**config.mk**
```make
export PLATFORM = sky130hd
export DESIGN_NAME = traffic_slot_replacement
export DESIGN_NICKNAME = d
export VERILOG_FILES = /design/src/rtl/core/tsr_pkg.sv /design/src/rtl/core/traffic_slot_replacement.sv /design/src/rtl/core/tsr_ram.sv
export SDC_FILE = /design/constraint.sdc
export NUM_CORES = 1
export LEC_CHECK = 0
export BUFFER_PORTS_ARGS = -buffer_cell sky130_fd_sc_hd__buf_2
export CORE_ASPECT_RATIO = 0.7
export CORE_UTILIZATION = 40
export DETAILED_ROUTE_END_ITERATION = 7
export GPL_ROUTABILITY_DRIVEN = 0
export PLACE_DENSITY_LB_ADDON = 0.3
export SYNTH_ARGS = -nofsm -noshare
export SYNTH_HDL_FRONTEND = slang
export SYNTH_SLANG_ARGS = --single-unit
```
**constraint.sdc**
```tcl
create_clock -name i_clk -period 22.8 [get_ports i_clk]
set_input_delay 5.7 -clock i_clk [delete_from_list [all_inputs] [get_ports i_clk]]
set_output_delay 5.7 -clock i_clk [all_outputs]
set_load 0.005 [all_outputs]
```
**src/rtl/core/tsr_pkg.sv**
```systemverilog
// Traffic slot replacement: shared types and constants.
// Slot entry layout, action codes and register reset values.
// No dependencies.
`timescale 1ns / 1ps
`default_nettype none

package tsr_pkg;

    localparam int ID_W    = 24;
    localparam int TIME_W  = 32;
    localparam int DIST_W  = 16;
    localparam int ALARM_W = 2;
    localparam int EXP_W   = 8;
    localparam int CFG_W   = 16;

    localparam logic [DIST_W-1:0] ZONE_RESET   = 16'd15000;
    localparam logic [EXP_W-1:0]  EXPIRY_RESET = 8'd5;
    localparam int                MERGE_WINDOW = 3;

    typedef enum logic {
        CFG_ZONE   = 1'b0,
        CFG_EXPIRY = 1'b1
    } t_cfg_idx;

    typedef enum logic [3:0] {
        ACT_OUT_OF_ZONE = 4'd0,
        ACT_NO_ROOM     = 4'd1,
        ACT_IGNORED     = 4'd2,
        ACT_MERGED      = 4'd3,
        ACT_SAME_ID     = 4'd4,
        ACT_EMPTY       = 4'd5,
        ACT_EXPIRED     = 4'd6,
        ACT_LOWER_ALARM = 4'd7,
        ACT_FARTHEST    = 4'd8
    } t_action;

    typedef struct packed {
        logic [ID_W-1:0]    id;
        logic [TIME_W-1:0]  rtime;
        logic [DIST_W-1:0]  dist_m;
        logic [ALARM_W-1:0] alarm;
        logic               kind;
    } t_entry;

    localparam int ENTRY_W = $bits(t_entry);

endpackage

`default_nettype wire

```
**src/rtl/core/traffic_slot_replacement.sv**
```systemverilog
// Traffic slot replacement: top level, slot table held in tsr_ram.
// Depends on tsr_pkg and tsr_ram.
// ST_SCAN reads each slot via the RAM read port, one entry per cycle, ST_WAIT
// takes the last word and ST_DECIDE writes the chosen slot and registers the
// result; dropped words (out of zone, zero id) skip the scan. A new word is
// taken after ST_DECIDE. A pending result does not block the next input.
// Reset (synchronous, active low) empties every slot via its valid bit and
// restores zone_limit 15000 and expiry_seconds 5; no clearing pass.
`timescale 1ns / 1ps
`default_nettype none

module traffic_slot_replacement #(
    parameter int TABLE_SLOTS = 8
) (
    input  wire logic                          i_clk,
    input  wire logic                          i_rst_n,
    input  wire logic                          i_cfg_we,
    input  wire logic                          i_cfg_idx,
    input  wire logic [tsr_pkg::CFG_W-1:0]     i_cfg_wdata,
    input  wire logic                          i_valid,
    output logic                               o_ready,
    input  wire logic [tsr_pkg::ID_W-1:0]      i_object_id,
    input  wire logic [tsr_pkg::TIME_W-1:0]    i_report_time,
    input  wire logic [tsr_pkg::TIME_W-1:0]    i_own_time,
    input  wire logic [tsr_pkg::DIST_W-1:0]    i_distance,
    input  wire logic [tsr_pkg::ALARM_W-1:0]   i_alarm_level,
    input  wire logic                          i_packet_kind,
    output logic                               o_valid,
    input  wire logic                          i_ready,
    output logic [2:0]                         o_slot,
    output tsr_pkg::t_action                   o_action
);

    import tsr_pkg::*;

    localparam int IW = $clog2(TABLE_SLOTS);
    localparam int XW = (IW > 3) ? IW : 3;
    localparam logic [IW-1:0] LAST_IX = IW'(TABLE_SLOTS - 1);

    typedef enum logic [3:0] {
        ST_IDLE   = 4'b0001,
        ST_SCAN   = 4'b0010,
        ST_WAIT   = 4'b0100,
        ST_DECIDE = 4'b1000
    } t_state;

    t_state r_state, n_state;

    logic [DIST_W-1:0]  r_zone;
    logic [EXP_W-1:0]   r_expiry;

    logic [ID_W-1:0]    r_id;
    logic [TIME_W-1:0]  r_rt;
    logic [TIME_W-1:0]  r_own;
    logic [DIST_W-1:0]  r_dist;
    logic [ALARM_W-1:0] r_alarm;
    logic               r_kind;
    logic               r_drop;
    t_action            r_drop_act;

    logic [IW-1:0]      r_rd_ix;
    logic               r_ev;
    logic [IW-1:0]      r_ev_ix;
    logic [TABLE_SLOTS-1:0] r_valid;

    logic               r_match_found;
    logic [IW-1:0]      r_match_ix;
    logic [TIME_W-1:0]  r_match_time;
    logic               r_match_kind;
    logic               r_int_le3;
    logic               r_int_pos;

    logic               r_free_found;
    logic [IW-1:0]      r_free_ix;
    t_action            r_free_act;

    logic [IW-1:0]      r_far_ix;
    logic [DIST_W-1:0]  r_far_dist;
    logic [ALARM_W-1:0] r_far_alarm;
    logic [IW-1:0]      r_low_ix;
    logic [ALARM_W-1:0] r_low_alarm;

    logic               r_out_valid;
    logic [2:0]         r_out_slot;
    t_action            r_out_action;

    logic [ENTRY_W-1:0] ram_rdata;
    logic               ram_we;
    t_entry             ev_entry;
    logic               ev_valid;
    logic signed [TIME_W:0] ev_diff;
    logic [TIME_W:0]    ev_exp_sum;
    logic               ev_match;
    logic               ev_free;
    logic               ev_expired;

    logic               accept;
    logic               can_load;
    logic               dec_we;
    logic [IW-1:0]      dec_ix;
    t_entry             dec_entry;
    t_entry             new_entry;
    logic               dec_hit;
    t_action            dec_act;
    logic [XW-1:0]      dec_slot_ext;

    assign o_ready  = (r_state == ST_IDLE);
    assign accept   = i_valid && o_ready;
    assign can_load = !r_out_valid || i_ready;
    assign o_valid  = r_out_valid;
    assign o_slot   = r_out_slot;
    assign o_action = r_out_action;

    tsr_ram #(
        .WIDTH(ENTRY_W),
        .DEPTH(TABLE_SLOTS)
    ) u_ram (
        .i_clk   (i_clk),
        .i_we    (ram_we),
        .i_waddr (dec_ix),
        .i_wdata (dec_entry),
        .i_raddr (r_rd_ix),
        .o_rdata (ram_rdata)
    );

    // per-entry evaluation of the word returned by the RAM
    always_comb begin
        ev_entry   = t_entry'(ram_rdata);
        ev_valid   = r_valid[r_ev_ix];
        ev_diff    = $signed({1'b0, r_rt}) - $signed({1'b0, ev_entry.rtime});
        ev_exp_sum = {1'b0, ev_entry.rtime} + (TIME_W + 1)'(r_expiry);
        ev_match   = ev_valid && (ev_entry.id == r_id);
        ev_expired = ev_valid && ({1'b0, r_own} > ev_exp_sum);
        ev_free    = !ev_valid || ev_expired;
    end

    // final decision over the collected scan results
    always_comb begin
        new_entry = '{id: r_id, rtime: r_rt, dist_m: r_dist, alarm: r_alarm, kind: r_kind};
        dec_entry = new_entry;
        dec_we    = 1'b0;
        dec_ix    = '0;
        dec_hit   = 1'b0;
        dec_act   = ACT_NO_ROOM;
        if (r_drop) begin
            dec_act = r_drop_act;
        end else if (r_match_found) begin
            dec_ix  = r_match_ix;
            dec_hit = 1'b1;
            if (r_kind && r_int_le3 && !r_match_kind) begin
                if (r_int_pos) begin
                    dec_we          = 1'b1;
                    dec_entry.rtime = r_match_time;
                    dec_entry.kind  = r_match_kind;
                    dec_act         = ACT_MERGED;
                end else begin
                    dec_act = ACT_IGNORED;
                end
            end else begin
                dec_we  = 1'b1;
                dec_act = ACT_SAME_ID;
            end
        end else if (r_free_found) begin
            dec_we  = 1'b1;
            dec_ix  = r_free_ix;
            dec_hit = 1'b1;
            dec_act = r_free_act;
        end else if (r_alarm > r_low_alarm) begin
            dec_we  = 1'b1;
            dec_ix  = r_low_ix;
            dec_hit = 1'b1;
            dec_act = ACT_LOWER_ALARM;
        end else if ((r_dist < r_far_dist) && (r_alarm >= r_far_alarm)) begin
            dec_we  = 1'b1;
            dec_ix  = r_far_ix;
            dec_hit = 1'b1;
            dec_act = ACT_FARTHEST;
        end
        dec_slot_ext = dec_hit ? XW'(dec_ix) : '0;
    end

    assign ram_we = (r_state == ST_DECIDE) && can_load && dec_we;

    always_comb begin
        n_state = r_state;
        unique case (r_state)
            ST_IDLE: begin
                if (accept) begin
                    n_state = ((i_distance > r_zone) || (i_object_id == '0)) ?
                              ST_DECIDE : ST_SCAN;
                end
            end
            ST_SCAN: begin
                if (r_rd_ix == LAST_IX) begin
                    n_state = ST_WAIT;
                end
            end
            ST_WAIT: begin
                n_state = ST_DECIDE;
            end
            ST_DECIDE: begin
                if (can_load) begin
                    n_state = ST_IDLE;
                end
            end
            default: n_state = ST_IDLE;
        endcase
    end

    always_ff @(posedge i_clk) begin
        if (!i_rst_n) begin
            r_state     <= ST_IDLE;
            r_zone      <= ZONE_RESET;
            r_expiry    <= EXPIRY_RESET;
            r_valid     <= '0;
            r_ev        <= 1'b0;
            r_out_valid <= 1'b0;
            r_rd_ix     <= '0;
        end else begin
            r_state <= n_state;

            if (i_cfg_we) begin
                unique case (t_cfg_idx'(i_cfg_idx))
                    CFG_ZONE:   r_zone   <= i_cfg_wdata;
                    CFG_EXPIRY: r_expiry <= i_cfg_wdata[EXP_W-1:0];
                    default:    r_zone   <= r_zone;
                endcase
            end

            // advance the read pointer one entry per cycle
            r_ev    <= (r_state == ST_SCAN);
            r_ev_ix <= r_rd_ix;
            if (accept) begin
                r_rd_ix <= '0;
            end else if (r_state == ST_SCAN && r_rd_ix != LAST_IX) begin
                r_rd_ix <= IW'(r_rd_ix + 1'b1);
            end

            if (ram_we) begin
                r_valid[dec_ix] <= 1'b1;
            end

            if (r_state == ST_DECIDE && can_load) begin
                r_out_valid <= 1'b1;
            end else if (r_out_valid && i_ready) begin
                r_out_valid <= 1'b0;
            end
        end
    end

    always_ff @(posedge i_clk) begin
        if (accept) begin
            r_id          <= i_object_id;
            r_rt          <= i_report_time;
            r_own         <= i_own_time;
            r_dist        <= i_distance;
            r_alarm       <= i_alarm_level;
            r_kind        <= i_packet_kind;
            r_drop        <= (i_distance > r_zone) || (i_object_id == '0);
            r_drop_act    <= (i_distance > r_zone) ? ACT_OUT_OF_ZONE : ACT_NO_ROOM;
            r_match_found <= 1'b0;
            r_free_found  <= 1'b0;
        end

        if (r_ev) begin
            if (ev_match && !r_match_found) begin
                r_match_found <= 1'b1;
                r_match_ix    <= r_ev_ix;
                r_match_time  <= ev_entry.rtime;
                r_match_kind  <= ev_entry.kind;
                r_int_le3     <= (ev_diff <= (TIME_W + 1)'(MERGE_WINDOW));
                r_int_pos     <= (ev_diff > 0);
            end
            if (ev_free && !r_free_found) begin
                r_free_found <= 1'b1;
                r_free_ix    <= r_ev_ix;
                r_free_act   <= ev_valid ? ACT_EXPIRED : ACT_EMPTY;
            end
            if (r_ev_ix == '0) begin
                r_far_ix    <= '0;
                r_far_dist  <= ev_entry.dist_m;
                r_far_alarm <= ev_entry.alarm;
                r_low_ix    <= '0;
                r_low_alarm <= ev_entry.alarm;
            end else begin
                if (ev_entry.dist_m > r_far_dist) begin
                    r_far_ix    <= r_ev_ix;
                    r_far_dist  <= ev_entry.dist_m;
                    r_far_alarm <= ev_entry.alarm;
                end
                if (ev_entry.alarm < r_low_alarm) begin
                    r_low_ix    <= r_ev_ix;
                    r_low_alarm <= ev_entry.alarm;
                end
            end
        end

        if (r_state == ST_DECIDE && can_load) begin
            r_out_slot   <= dec_slot_ext[2:0];
            r_out_action <= dec_act;
        end
    end

    a_write_in_decide: assert property (@(posedge i_clk) disable iff (!i_rst_n)
        ram_we |-> (r_state == ST_DECIDE))
        else $error("slot write outside decision cycle");

    a_no_zero_id_write: assert property (@(posedge i_clk) disable iff (!i_rst_n)
        ram_we |-> (dec_entry.id != '0))
        else $error("slot written with zero id");

    a_scan_order: assert property (@(posedge i_clk) disable iff (!i_rst_n)
        (r_state == ST_SCAN) |=> (r_state == ST_SCAN) || (r_state == ST_WAIT))
        else $error("scan left early");

    a_result_from_decide: assert property (@(posedge i_clk) disable iff (!i_rst_n)
        $rose(r_out_valid) |-> $past(r_state == ST_DECIDE))
        else $error("result raised outside decision");

    a_match_not_ready: assert property (@(posedge i_clk) disable iff (!i_rst_n)
        (r_state == ST_DECIDE) && r_drop |-> (dec_we == 1'b0))
        else $error("dropped word wrote a slot");

endmodule

`default_nettype wire

```
**src/rtl/core/tsr_ram.sv**
```systemverilog
// Traffic slot replacement: generic single-port-write, single-port-read RAM.
// Registered read. No package dependency.
`timescale 1ns / 1ps
`default_nettype none

module tsr_ram #(
    parameter int WIDTH = 8,
    parameter int DEPTH = 8
) (
    input  wire logic                     i_clk,
    input  wire logic                     i_we,
    input  wire logic [$clog2(DEPTH)-1:0] i_waddr,
    input  wire logic [WIDTH-1:0]         i_wdata,
    input  wire logic [$clog2(DEPTH)-1:0] i_raddr,
    output logic      [WIDTH-1:0]         o_rdata
);

    logic [WIDTH-1:0] r_mem [DEPTH];

    always_ff @(posedge i_clk) begin
        if (i_we) begin
            r_mem[i_waddr] <= i_wdata;
        end
        o_rdata <= r_mem[i_raddr];
    end

endmodule

`default_nettype wire
```
Word-level counts from Yosys, hierarchy flattened
Memory sizes are Yosys's and may differ from the RTL's. A register that Yosys moved wholly into a read port is not among the register bits. Cells that the tools add are included.

Word-level logic and storage cells: 153. Memory bits (writable): 600. Memories: 1. Bits in registers: 236. Input bits: 129. Output and inout port bits: 9.

Bitwise operators: 3. Reduce and logical (&&, ||, !) cells: 34. $lt $le $gt $ge: 12. Eq/ne operators: 10. Mux-type cells: 58. $add $sub $neg: 3.

Memory list: u_ram.r_mem (depth 8, bits a word 75, rd ports 1, clocked after memory_dff 1, wr ports 1, line tsr_ram.sv:18) `logic [WIDTH-1:0] r_mem [DEPTH];`.

Operators by type and width (number): $mux 32 (4); $mux 4 (10); $add 32x8->33 (1); $gt 32x33->1 (1); $gt 33x1->1 const B (1); $le 33x3->1 const B (1); $sub 32x32->33 (1); $gt 16x16->1 (2); $mux 16 (2); $mux 1 (27); $eq 24x24->1 (1); $logic_not 24->1 (1); $mux 3 (7); $lt 16x16->1 (1); $pmux 4 s4 (1); $logic_and 1x1->1 (13); $reduce_and 2->1 (6); $mux 2 (5); $lt 3x4->1 const B (2); $or 8x8->8 (1); $reduce_bool 2->1 (3); $logic_not 1->1 (5); $eq 4x1->1 const B (1); $eq 4x2->1 const B (1); 18 further kinds (22).

Depth between registers and ports, before layout
Gate-level depths: netlist of run 1.

Word-level depth: 12. Mapped depth: 20. Gate-level depth less buffers: 20.

By module
Synthesis of run 1 repeated with hierarchy kept, for this count alone.

Cells, all modules: 2179. Area, all modules: 37317.0 µm².

By module, submodules not included: tsr_ram (area each 24049.3 µm², instances 1, cells each 955, sequential area each 19518.7 µm²); traffic_slot_replacement (area each 13267.7 µm², instances 1, cells each 1224, sequential area each 6506.2 µm²).

Worst setup path before layout of run 1
OpenSTA, ideal clock, no wires.

Path kind: input to register. Start point: input i_ready. End point: memory u_ram.r_mem[2][0] (netlist name), enable pin. Path buffers: 0. Stages on the path: 6. Arrival time: 12355 ps. Setup time: 603 ps. Path slack: 9842 ps. Required time: 22197 ps. Cells stage by stage: nor2b_1 nor4_1 o21ai_0 nor3_1 o31ai_1 nor3_1.

Cells in the longest elaborated chain, start to end: 5.

RTL lines: start, declared (line traffic_slot_replacement.sv:29) `input wire logic i_ready,`; $logic_or 1x1->1 (line traffic_slot_replacement.sv:109) `assign can_load = !r_out_valid || i_ready;`; $logic_and 1x1->1 (2 in a row) (line traffic_slot_replacement.sv:182) `assign ram_we = (r_state == ST_DECIDE) && can_load && dec_we;`; $mux 1 (line tsr_ram.sv:21) `if (i_we) begin`; $mux 1 (not written as such) (line tsr_ram.sv:22) `r_mem[i_waddr] <= i_wdata;`; end, declared (line tsr_ram.sv:18).

Every way passes these cells.

Final worst setup path of run 1
Start point: input i_ready. End point: memory u_ram.r_mem[0][52] (netlist name), enable pin.

The elaborated chain is that of the path after synthesis.

==> results_dict.tcl, run 1 <==
set metrics [dict create \
    start_util_pct 40.4 \
    cp_data_required_time_ns 23.05 \
    io_pins 138 \
    cp_num_buf_inv 2 \
    htreeDepth 3 \
    die_w_um 366 \
    postCtsResizedCells 0 \
    critPathMaxStageDelay_ns 0.90 \
    path_class "input pin to flip-flop" \
    globalRouteMet2Util_pct 27.1 \
    wl_per_cell_um 23.0 \
    fmaxAchievable_mhz 113 \
    drive_gt1_share_pct 25.1 \
    dpl.hpwl_um 53600 \
    grt_pass1_vias 20000 \
    grt_overflow_total 0 \
    clock_skew_ns 0.0259 \
    netSwitchingPower_uw 739 \
    synth_flop_cell "edfxtp_1" \
    port_buffers 137 \
    area_delta_synth_final_pct 14.1 \
    antenna_found_initial 2 \
    synth-edff-count 788 \
    synth_async_sr_flop_share_pct 0 \
    critPathSlowestCell "buf_4" \
    path_cells "buf_2, nor2b_1, nor4_2, o21ai_0, nor3_1, o31ai_1, nor2_4, buf_4" \
    synth_area_sq_mm 0.0371 \
    setup_viol_count_final 0 \
    power_frac_comb_pct 4.2 \
    dr.pass1.iters 5 \
    drt_wl_total_um 83300 \
    timing.hold.ws_ns 0.420 \
    grt.total_usage_pct 17.9 \
    status "complete, no violations" \
    p_per_area_mw_per_mm2 83.2 \
    synthCells 2126 \
    cts-root-buf "clkbuf_16" \
    path_max_fanout 56 \
    syn_avg_cell_area_sq_um 17.4 \
    clock-sinks 906 \
    critPathTopFamily "simple AND/OR/NAND/NOR gates" \
    worst_ir_drop_vdd_uv 48.9 \
    ys_seq_area_share_pct 70.2 \
    core_sq_mm 0.0919 \
    fin_setup_tns_ns 0 \
    relSlewSlack_pct 15.5 \
    fin_crit_sh_pct 38.8 \
    grt_util_met1_pct 26.6 \
    syn-num-nets 2383 \
    rsz0062_at_grt "false" \
    drv_slew 0 \
    clk_pin_slew_ns 0.06 \
    fin_nets 2565 \
    power.total_mw 3.52 \
    top_usage_layer "met2" \
    yosysWarnings 0 \
    hold_viol_final 0 \
    cts_tree "yes" \
    via_count 19400 \
    ys_seq_elements 906 \
    final-seq-area_sq_mm 0.0260 \
    p_clk_share_pct 42.9 \
    crit_arrival_ns 9.08 \
    start_kind "input pin" \
    grt_use_met3_pct 3.53 \
    cap_violations 0 \
    cts_setup_buffers 0 \
    tightest_slew_ns 1.27 \
    cts_made_buffers 88 \
    num_rows 93 \
    grt_max_degree 98 \
    drt_iter0_markers 1523 \
    final_cell_mix "788 x edfxtp_1, 152 x mux4_2, 137 x buf_2, 126 x ha_1, 115 x dfxtp_1" \
    intPower_mw 2.78 \
    hold_path.class "flip-flop to flip-flop" \
    fillers 7834 \
    cellLeakagePower_nw 14.3 \
    holdBufCountCts 0 \
    critical_path.endpoint_type "flip-flop" \
    dieArea_sq_mm 0.0940 \
    multi_input_area_sq_mm 0.0105 \
    viasPerCell 5.37 \
    swShare_pct 21.0 \
    ys_types 76 \
    period_minus_slack_ns 8.84 \
    seqPwrFrac_pct 52.8 \
    diodes 0 \
    ant_nets 0 \
    drc_errors 0 \
    grt_pass1_wl_um 126000 \
    layout_commonest_cell "edfxtp_1" \
    clk_latency_ns 0.65 \
    clockBufferDepth 3 \
    die_y_um 257 \
]
## power groups by stage
stage	sequential (mW)	clock (mW)	combinational (mW)
detailed placement	1.90	0	0.147
floorplan	1.88	0	0.0976
global placement	1.90	0	0.143
CTS	1.86	1.55	0.148
global route	1.86	1.61	0.164
finish	1.86	1.51	0.148
## sequential cells by signal (all words and copies together) (netlist names), 24 cells and up
name	count
u_ram.o_rdata	75
r_rt	32
r_match_time	32
r_id	24
r_own	32
u_ram.r_mem	600
## cell usage after synthesis (4+ instances only)
cell type / instances / area (sq um)
o31ai_1: 4 / 30.0
nor3_1: 30 / 150
clkbuf_1: 44 / 165
edfxtp_1: 788 / 23700
xnor2_1: 46 / 403
nor2_1: 52 / 195
a21boi_0: 15 / 113
o21bai_1: 8 / 60.1
o21a_1: 24 / 180
xor2_1: 27 / 236
o21ai_1: 6 / 30.0
mux4_2: 152 / 3420
nand2b_1: 13 / 81.3
buf_6: 4 / 45.0
a211oi_1: 4 / 30.0
nor2b_1: 22 / 138
buf_2: 13 / 65.1
and2_1: 8 / 50.1
a21oi_2: 5 / 43.8
and3_1: 4 / 25.0
dfxtp_1: 118 / 2360
mux2_2: 105 / 1180
o211ai_1: 16 / 120
nand2_1: 95 / 357
ha_1: 126 / 1580
a31oi_1: 5 / 31.3
nand3_1: 25 / 125
nor4_1: 17 / 106
nand4_1: 29 / 181
inv_1: 93 / 349
buf_1: 10 / 37.5
mux2i_1: 5 / 50.1
a21o_1: 33 / 248
nor3b_1: 8 / 60.1
a21oi_1: 79 / 395
o21ai_0: 32 / 160
or3_1: 4 / 25.0
## worst register-to-register path: cells and delay by family, from the launching register on
kind | cells | cell delay [ns]
AO/OA/AOI/OAI | 11 | 3.11
XOR/XNOR | 1 | 0.19
adder cells (fa/ha/maj) | 3 | 0.94
buffers and inverters | 1 | 0.22
flip-flops | 1 | 0.36
AND/OR/NAND/NOR | 4 | 0.87
## metal layers
| metal | up-vias | routed length [um] |
|---|---|---|
| li1 | 8742 | - |
| met1 | 9992 | 38900 |
| met2 | 602 | 37300 |
| met3 | 97 | 5520 |
| met4 | 0 | 1540 |
| met5 | - | 0 |
## final cells by class
type / count / share of cell area, %
timing repair buffer: 163 / 2.11
clock buffer: 122 / 5.89
sequential: 906 / 61.5
multi-input combinational: 1056 / 24.7
clock inverter: 44 / 1.30
inverter: 93 / 0.830
tap: 1235 / 3.65
## cell families (layout without fill, tap and decap cells)
kind of cell / Yosys count / after routing / synth area share [%]
multiplexers: 262 / 262 / 12.6
adder cells (fa/ha/maj): 128 / 128 / 4.36
AO/OA/AOI/OAI: 264 / 264 / 4.89
XOR/XNOR: 73 / 73 / 1.72
buffers and inverters: 164 / 422 / 1.78
AND/OR/NAND/NOR: 329 / 329 / 4.53
flip-flops: 906 / 906 / 70.2
## worst paths after layout
check	start	slack (ns)	depth (start not counted)	end
setup reg to reg	u_ram.o_rdata[19]$_DFF_P_	16.81	20	r_free_ix[0]$_DFFE_PP_
hold / removal	u_ram.o_rdata[0]$_DFF_P_	0.42	0	r_match_kind$_DFFE_PP_
setup / recovery	i_ready	13.96	8	u_ram.r_mem[0][52]$_DFFE_PP_
hold reg to reg	u_ram.o_rdata[0]$_DFF_P_	0.42	0	r_match_kind$_DFFE_PP_
## metrics by stage
stage | utilization, % | worst slack [ns] | cells | area (sq um)
4_1_cts | 46.1 | 13.87 | 3619 | 42300
5_1_grt | 46.1 | 13.73 | 3619 | 42300
2_1_floorplan | - | 9.84 | 2126 | 37100
6_report | 46.1 | 13.96 | 3619 | 42300
3_5_place_dp | 42.7 | 13.18 | 3453 | 39300
3_3_place_gp | 42.7 | 13.23 | 3453 | 39300
(Power assumes the default switching activity.)
==> run 2: changes to the inputs <==
- ABC_AREA: not set -> 1
- clock period: 22.8 -> 9.1 ns (I/O delays scaled with it)
==> run 2 against run 1 <==
Net effect: register-to-register slack worse by 13 ns; sequential power grew to 2.6 times the previous value; design area is 1.7% higher; hold slack worse by 0.012 ns; critical endpoint is now r_free_act[0]$_DFFE_PP_; largest cell class unchanged.
==> results_dict.tcl, run 2 <==
set metrics [dict create \
    grt_overflow_total 0 \
    viasPerCell 5.25 \
    period_minus_slack_ns 5.17 \
    crit_end "r_free_act[0]$_DFFE_PP_" \
    clock-sinks 906 \
    netlist_top_cells_count "788 x edfxtp_1, 665 x nor2_1, 375 x nand2_1" \
    largestRegisters "u_ram.r_mem x600, u_ram.o_rdata x75" \
    cellLeakagePower_nw 15.9 \
    synth-edff-count 788 \
    clockBufferDepth 3 \
    largest_register_ffs 600 \
    cp_data_required_time_ns 9.45 \
    synth_area_sq_mm 0.0381 \
    dpl.hpwl_um 58400 \
    antenna_found_initial 0 \
    ff2ff_path_depth 23 \
    dieArea_sq_mm 0.0965 \
    cts_setup_buffers 0 \
    wl_met1_um 45500 \
    rsz0062_at_grt "false" \
    die_y_um 260 \
    clock_skew_ns 0.0276 \
    drt_wl_total_um 94200 \
    drive_gt1_share_pct 9.93 \
    ff2ff_setup_slack_ns 3.93 \
    grt_max_degree 209 \
    drc_errors 0 \
    wl_per_cell_um 19.7 \
    startpoint "r_expiry[0]$_SDFFE_PN1P_" \
    cts_made_buffers 87 \
    cts_tree "yes" \
    cap_violations 0 \
    r2r-end "r_free_act[0]$_DFFE_PP_" \
    path_class "flip-flop to flip-flop" \
    ys_seq_elements 906 \
    tightest_slew_ns 1.31 \
    min_from "u_ram.o_rdata[0]$_DFF_P_" \
    worst_ir_drop_vdd_uv 141 \
    p_per_area_mw_per_mm2 212 \
    critical_path.endpoint_type "flip-flop" \
    synth_flop_cell "edfxtp_1" \
    crit_arrival_ns 5.51 \
    start_util_pct 40.5 \
    cts-root-buf "clkbuf_16" \
    ys_top_cells_by_area "edfxtp_1 62%, nor2_1 6.6%, dfxtp_1 6.2%" \
    num_rows 94 \
    htreeDepth 3 \
    path_max_fanout 5 \
    regMostFlops "u_ram.r_mem" \
    yosysTopAreaCell "edfxtp_1" \
    relSlewSlack_pct 12.6 \
    dr.pass1.iters 6 \
    synth_most_common_cell "edfxtp_1" \
    routed.top_layer "met4" \
    hold_viol_final 0 \
    rr_startpoint "r_expiry[0]$_SDFFE_PN1P_" \
    start_kind "flip-flop" \
    layout_commonest_cell "edfxtp_1" \
    status "complete, no violations" \
    die_w_um 371 \
    io_pins 138 \
    drt_iter0_markers 2437 \
    clk_pin_slew_ns 0.06 \
    port_buffers 137 \
    fmaxAchievable_mhz 194 \
    ant_nets 0 \
    syn_avg_cell_area_sq_um 11.4 \
    yosysWarnings 0 \
    via_count 25100 \
    fin_setup_tns_ns 0 \
    ys_types 49 \
    drv_slew 0 \
    grt_pass1_vias 23800 \
    ys_seq_area_share_pct 68.3 \
    grt_pass1_wl_um 143000 \
    timing.hold.ws_ns 0.407 \
    met2_length_um 39300 \
    fin_crit_sh_pct 56.8 \
    fin_nets 3716 \
    synth_async_sr_flop_share_pct 0 \
    final_cell_mix "788 x edfxtp_1, 661 x nor2_1, 375 x nand2_1, 359 x o21ai_0, 221 x inv_1" \
    wl_met3_um 7670 \
    grt.total_usage_pct 19.4 \
    synthCells 3340 \
    hold_path.class "flip-flop to flip-flop" \
    setup_viol_count_final 0 \
    core_sq_mm 0.0942 \
    syn-num-nets 3597 \
    area_delta_synth_final_pct 13.0 \
    holdBufCountCts 0 \
    postCtsResizedCells 0 \
    clk_latency_ns 0.68 \
    synth_top_area_share_pct 62.1 \
]
## run 2: cell count changes after synthesis, sizes merged, moves of 52 or more
cell	delta
nor2	+617
o21ai	+325
nand2	+290
mux4	-152
inv	+138
mux2	-105
o22ai	+80
a31oi	+73
clkbuf	+58
nand3	+52
## run 2: worst max-delay path, stage by stage (launching register included)
cell and delay [ns]:
dfxtp_1 0.38, ha_1 0.21, fa_1 0.21, nand3_1 0.08, nand2_1 0.14, nand2_1 0.11, nand2_2 0.14, nand2_1 0.12
nor2_1 0.38, inv_1 0.18, nand2_1 0.10, nand2_1 0.08, ha_1 0.46, nand2_1 0.08, inv_1 0.08, nand3_1 0.10
nor3_1 0.29, nor4b_1 0.93, nand3_1 0.16, nand3_1 0.13, nand2_1 0.13, nand2_1 0.09, nand2_1 0.06, inv_1 0.20
## run 2: worst min path at each step
| stage | to | slack (ns) | depth (start not counted) |
|---|---|---|---|
| final | r_match_kind$_DFFE_PP_ | 0.41 | 0 |
| after floorplan | r_match_kind$_DFFE_PP_ | 0.39 | 0 |
| after global placement | r_match_kind$_DFFE_PP_ | 0.39 | 0 |
| after CTS | r_match_kind$_DFFE_PP_ | 0.41 | 0 |
| after detailed placement | r_match_kind$_DFFE_PP_ | 0.40 | 0 |
| after global routing | r_match_kind$_DFFE_PP_ | 0.43 | 0 |
## run 2: layout make-up
cell class / count / area [sq um]
Clock inverter: 46 / 507
Antenna cell: 2 / 5.00
Inverter: 231 / 895
Multi-Input combinational cell: 2072 / 10700
Sequential cell: 906 / 26000
Clock buffer: 118 / 2430
Timing Repair Buffer: 161 / 878
Tap cell: 1248 / 1560
Fill cell: 8539 / 51200
## run 2: layer usage
metal	up-vias	global-route usage, %
li1	12000	-
met2	846	27.6
met3	121	4.49
met1	12100	29.9
met5	-	0
met4	0	4.26
## run 2: cell families (layout without fill, tap and decap cells)
logic type      count (synthesis)  after routing  synth area share, %
other cells                     0              2                    0
flops                         906            906                 68.3
fa+ha+maj                     128            128                 4.24
xor+xnor                       41             41                0.942
buf+inv                       362            556                 3.63
simple gates                 1232           1232                 13.2
compound gates                671            671                 9.69
## run 2: per-stage QoR
step / total power [mW] / util, % / cells / worst slack (ns) / area [sq um]
floorplan: 5.25 / - / 3340 / 1.41 / 38100
global placement: 5.50 / 42.6 / 4618 / 3.94 / 40100
detailed placement: 5.51 / 42.6 / 4618 / 3.93 / 40100
CTS: 9.21 / 45.7 / 4782 / 4.23 / 43000
global route: 9.46 / 45.7 / 4782 / 3.70 / 43000
finish: 9.14 / 45.7 / 4784 / 3.93 / 43100
## run 2: power by group
group / switching (mW) / internal, mW
Combinational: 0.464 / 0.216
Sequential: 0.0997 / 4.65
Clock: 1.59 / 2.12
Total: 2.16 / 6.99
==> run 3: changes to the inputs <==
- ABC_AREA: 1 -> 0
- clock period: 9.1 -> 4.99 ns (I/O delays scaled with it)
==> run 3 against run 2 <==
Net effect: flip-flop and latch count unchanged; cell count decreased by 24%; register-to-register slack got worse by 3.6 ns; highest routed layer unchanged; critical path depth decreased by 3; count of clock-buffer cells in the layout decreased by 8; clock power increased by 82%; maximum frequency increased by 12%; clock skew decreased by 0.0014 ns.
==> results_dict.tcl, run 3 (synthesized netlist as in run 1, its figures left out) <==
set metrics [dict create \
    layout_commonest_cell "edfxtp_1" \
    io_pins 138 \
    die_y_um 257 \
    fin_setup_tns_ns 0 \
    diodes 0 \
    antenna_found_initial 1 \
    core_sq_mm 0.0919 \
    hold_viol_final 0 \
    largestRegisters "u_ram.r_mem x600, u_ram.o_rdata x75" \
    clk_pin_slew_ns 0.06 \
    clock_skew_ns 0.0261 \
    drt_wl_total_um 86000 \
    grt_pass1_vias 20000 \
    cellLeakagePower_nw 14.4 \
    port_buffers 137 \
    clockBufferDepth 3 \
    globalRouteMet2Util_pct 27.5 \
    clk_latency_ns 0.65 \
    critPathSlowestCell "fa_1" \
    ff2ff_setup_slack_ns 0.38 \
    htreeDepth 3 \
    path_cells "ha_1, fa_1, a21o_1, a21oi_1, o21bai_1, a21oi_1, o21bai_1, a21oi_1, buf_4, nor3_1, xnor2_1, ha_1, nand4_1, nor3_1, o31ai_1, o211ai_1, a21oi_1, o211ai_1, a311o_1, and2_1" \
    period_minus_slack_ns 4.61 \
    fin_crit_sh_pct 92.5 \
    worst_ir_drop_vdd_uv 225 \
    cpMostUsedCell "a21oi_1" \
    ant_nets 0 \
    viasPerCell 5.45 \
    drv_slew 0 \
    largest_register_ffs 600 \
    dieArea_sq_mm 0.0940 \
    path_class "flip-flop to flip-flop" \
    die_w_um 366 \
    path_max_fanout 7 \
    regMostFlops "u_ram.r_mem" \
    p_per_area_mw_per_mm2 376 \
    critical_path.endpoint_type "flip-flop" \
    cts-root-buf "clkbuf_16" \
    grt_pass1_wl_um 128000 \
    rsz0062_at_grt "false" \
    drive_gt1_share_pct 25.3 \
    final_cell_mix "788 x edfxtp_1, 152 x mux4_2, 137 x buf_2, 126 x ha_1, 115 x dfxtp_1" \
    status "complete, no violations" \
    top_usage_layer "met2" \
    cts_setup_buffers 0 \
    drt_iter0_markers 1555 \
    grt_util_met1_pct 27.1 \
    grt.total_usage_pct 18.2 \
    grt_overflow_total 0 \
    grt_max_degree 77 \
    cts_made_buffers 87 \
    dpl.hpwl_um 54200 \
    fin_nets 2570 \
    critPathMaxStageDelay_ns 0.41 \
    timing.hold.ws_ns 0.415 \
    start_util_pct 40.4 \
    start_kind "flip-flop" \
    num_rows 93 \
    cp_data_required_time_ns 5.32 \
    hold_path.class "flip-flop to flip-flop" \
    fin_util_pct 46.2 \
    holdBufCountCts 0 \
    relSlewSlack_pct 23.7 \
    grt_use_met3_pct 3.35 \
    tightest_slew_ns 1.14 \
    area_delta_synth_final_pct 14.4 \
    cts_tree "yes" \
    wl_per_cell_um 23.7 \
    drc_errors 0 \
    cap_violations 0 \
    postCtsResizedCells 0 \
    dr.pass1.iters 5 \
    via_count 19700 \
    fmaxAchievable_mhz 217 \
    crit_arrival_ns 4.94 \
    clock-sinks 906 \
    setup_viol_count_final 0 \
]
==> run 3: cell types whose count changed in the layout (fill, tap and decap cells not counted), sizes merged, moves of 37 or more <==
cell   change
a31oi     -73
nand3     -52
nand2    -290
mux2     +105
nor2     -617
mux4     +152
xnor2     +37
inv      -132
o21ai    -325
o22ai     -80
==> run 3: path summary, 6_finish.rpt <==
path                                  end  depth (start not counted)                       from
setup / recovery  r_free_act[1]$_DFFE_PP_                         20  u_ram.o_rdata[19]$_DFF_P_
hold / removal     r_match_kind$_DFFE_PP_                          0   u_ram.o_rdata[0]$_DFF_P_
setup reg to reg  r_free_act[1]$_DFFE_PP_                         20  u_ram.o_rdata[19]$_DFF_P_
hold reg to reg    r_match_kind$_DFFE_PP_                          0   u_ram.o_rdata[0]$_DFF_P_
==> run 3: where the power goes <==
part / switching [mW] / leakage [nW] / internal, mW
logic: 0.432 / 4.82 / 0.263
registers: 0.138 / 8.14 / 8.37
clock network: 2.86 / 1.44 / 3.91
total: 3.43 / 14.4 / 12.5
==> run 3: routing by layer <==
| layer | share of wire (%) | wire (um) | vias up |
|---|---|---|---|
| met1 | 47 | 40700 | 10200 |
| met3 | 5.9 | 5090 | 115 |
| li1 | - | - | 8760 |
| met5 | 0 | 0 | - |
| met2 | 45 | 38500 | 631 |
| met4 | 1.9 | 1660 | 0 |
==> run 3: area by class of cell <==
class | instances | area (sq um)
fill | 7845 | 49500
sequential | 906 | 26000
multi-input combinational | 1056 | 10500
clock buffer | 110 | 2320
tap | 1235 | 1550
timing repair buffer | 169 | 1060
clock inverter | 52 | 612
inverter | 93 | 352
==> run 3: critical path, delay by kind of cell, from the launching register on <==
kind | cells | cell delay (ns)
AOI/OAI and AO/OA | 11 | 1.92
xor gates and xnor gates | 1 | 0.14
adders and majority gates | 3 | 0.94
buffers and inverters | 1 | 0.22
DFF | 1 | 0.34
and+or+nand+nor | 4 | 0.74
==> run 3: through the flow <==
stage	instance area, sq um	worst slack, ns	total power [mW]	std cells
2_1_floorplan	37200	0.111	9.05	2126
3_3_place_gp	39500	0.524	9.33	3459
3_5_place_dp	39500	0.373	9.36	3459
4_1_cts	42400	0.358	16.1	3621
5_1_grt	42400	0.0259	16.5	3621
6_report	42400	0.376	16.0	3621
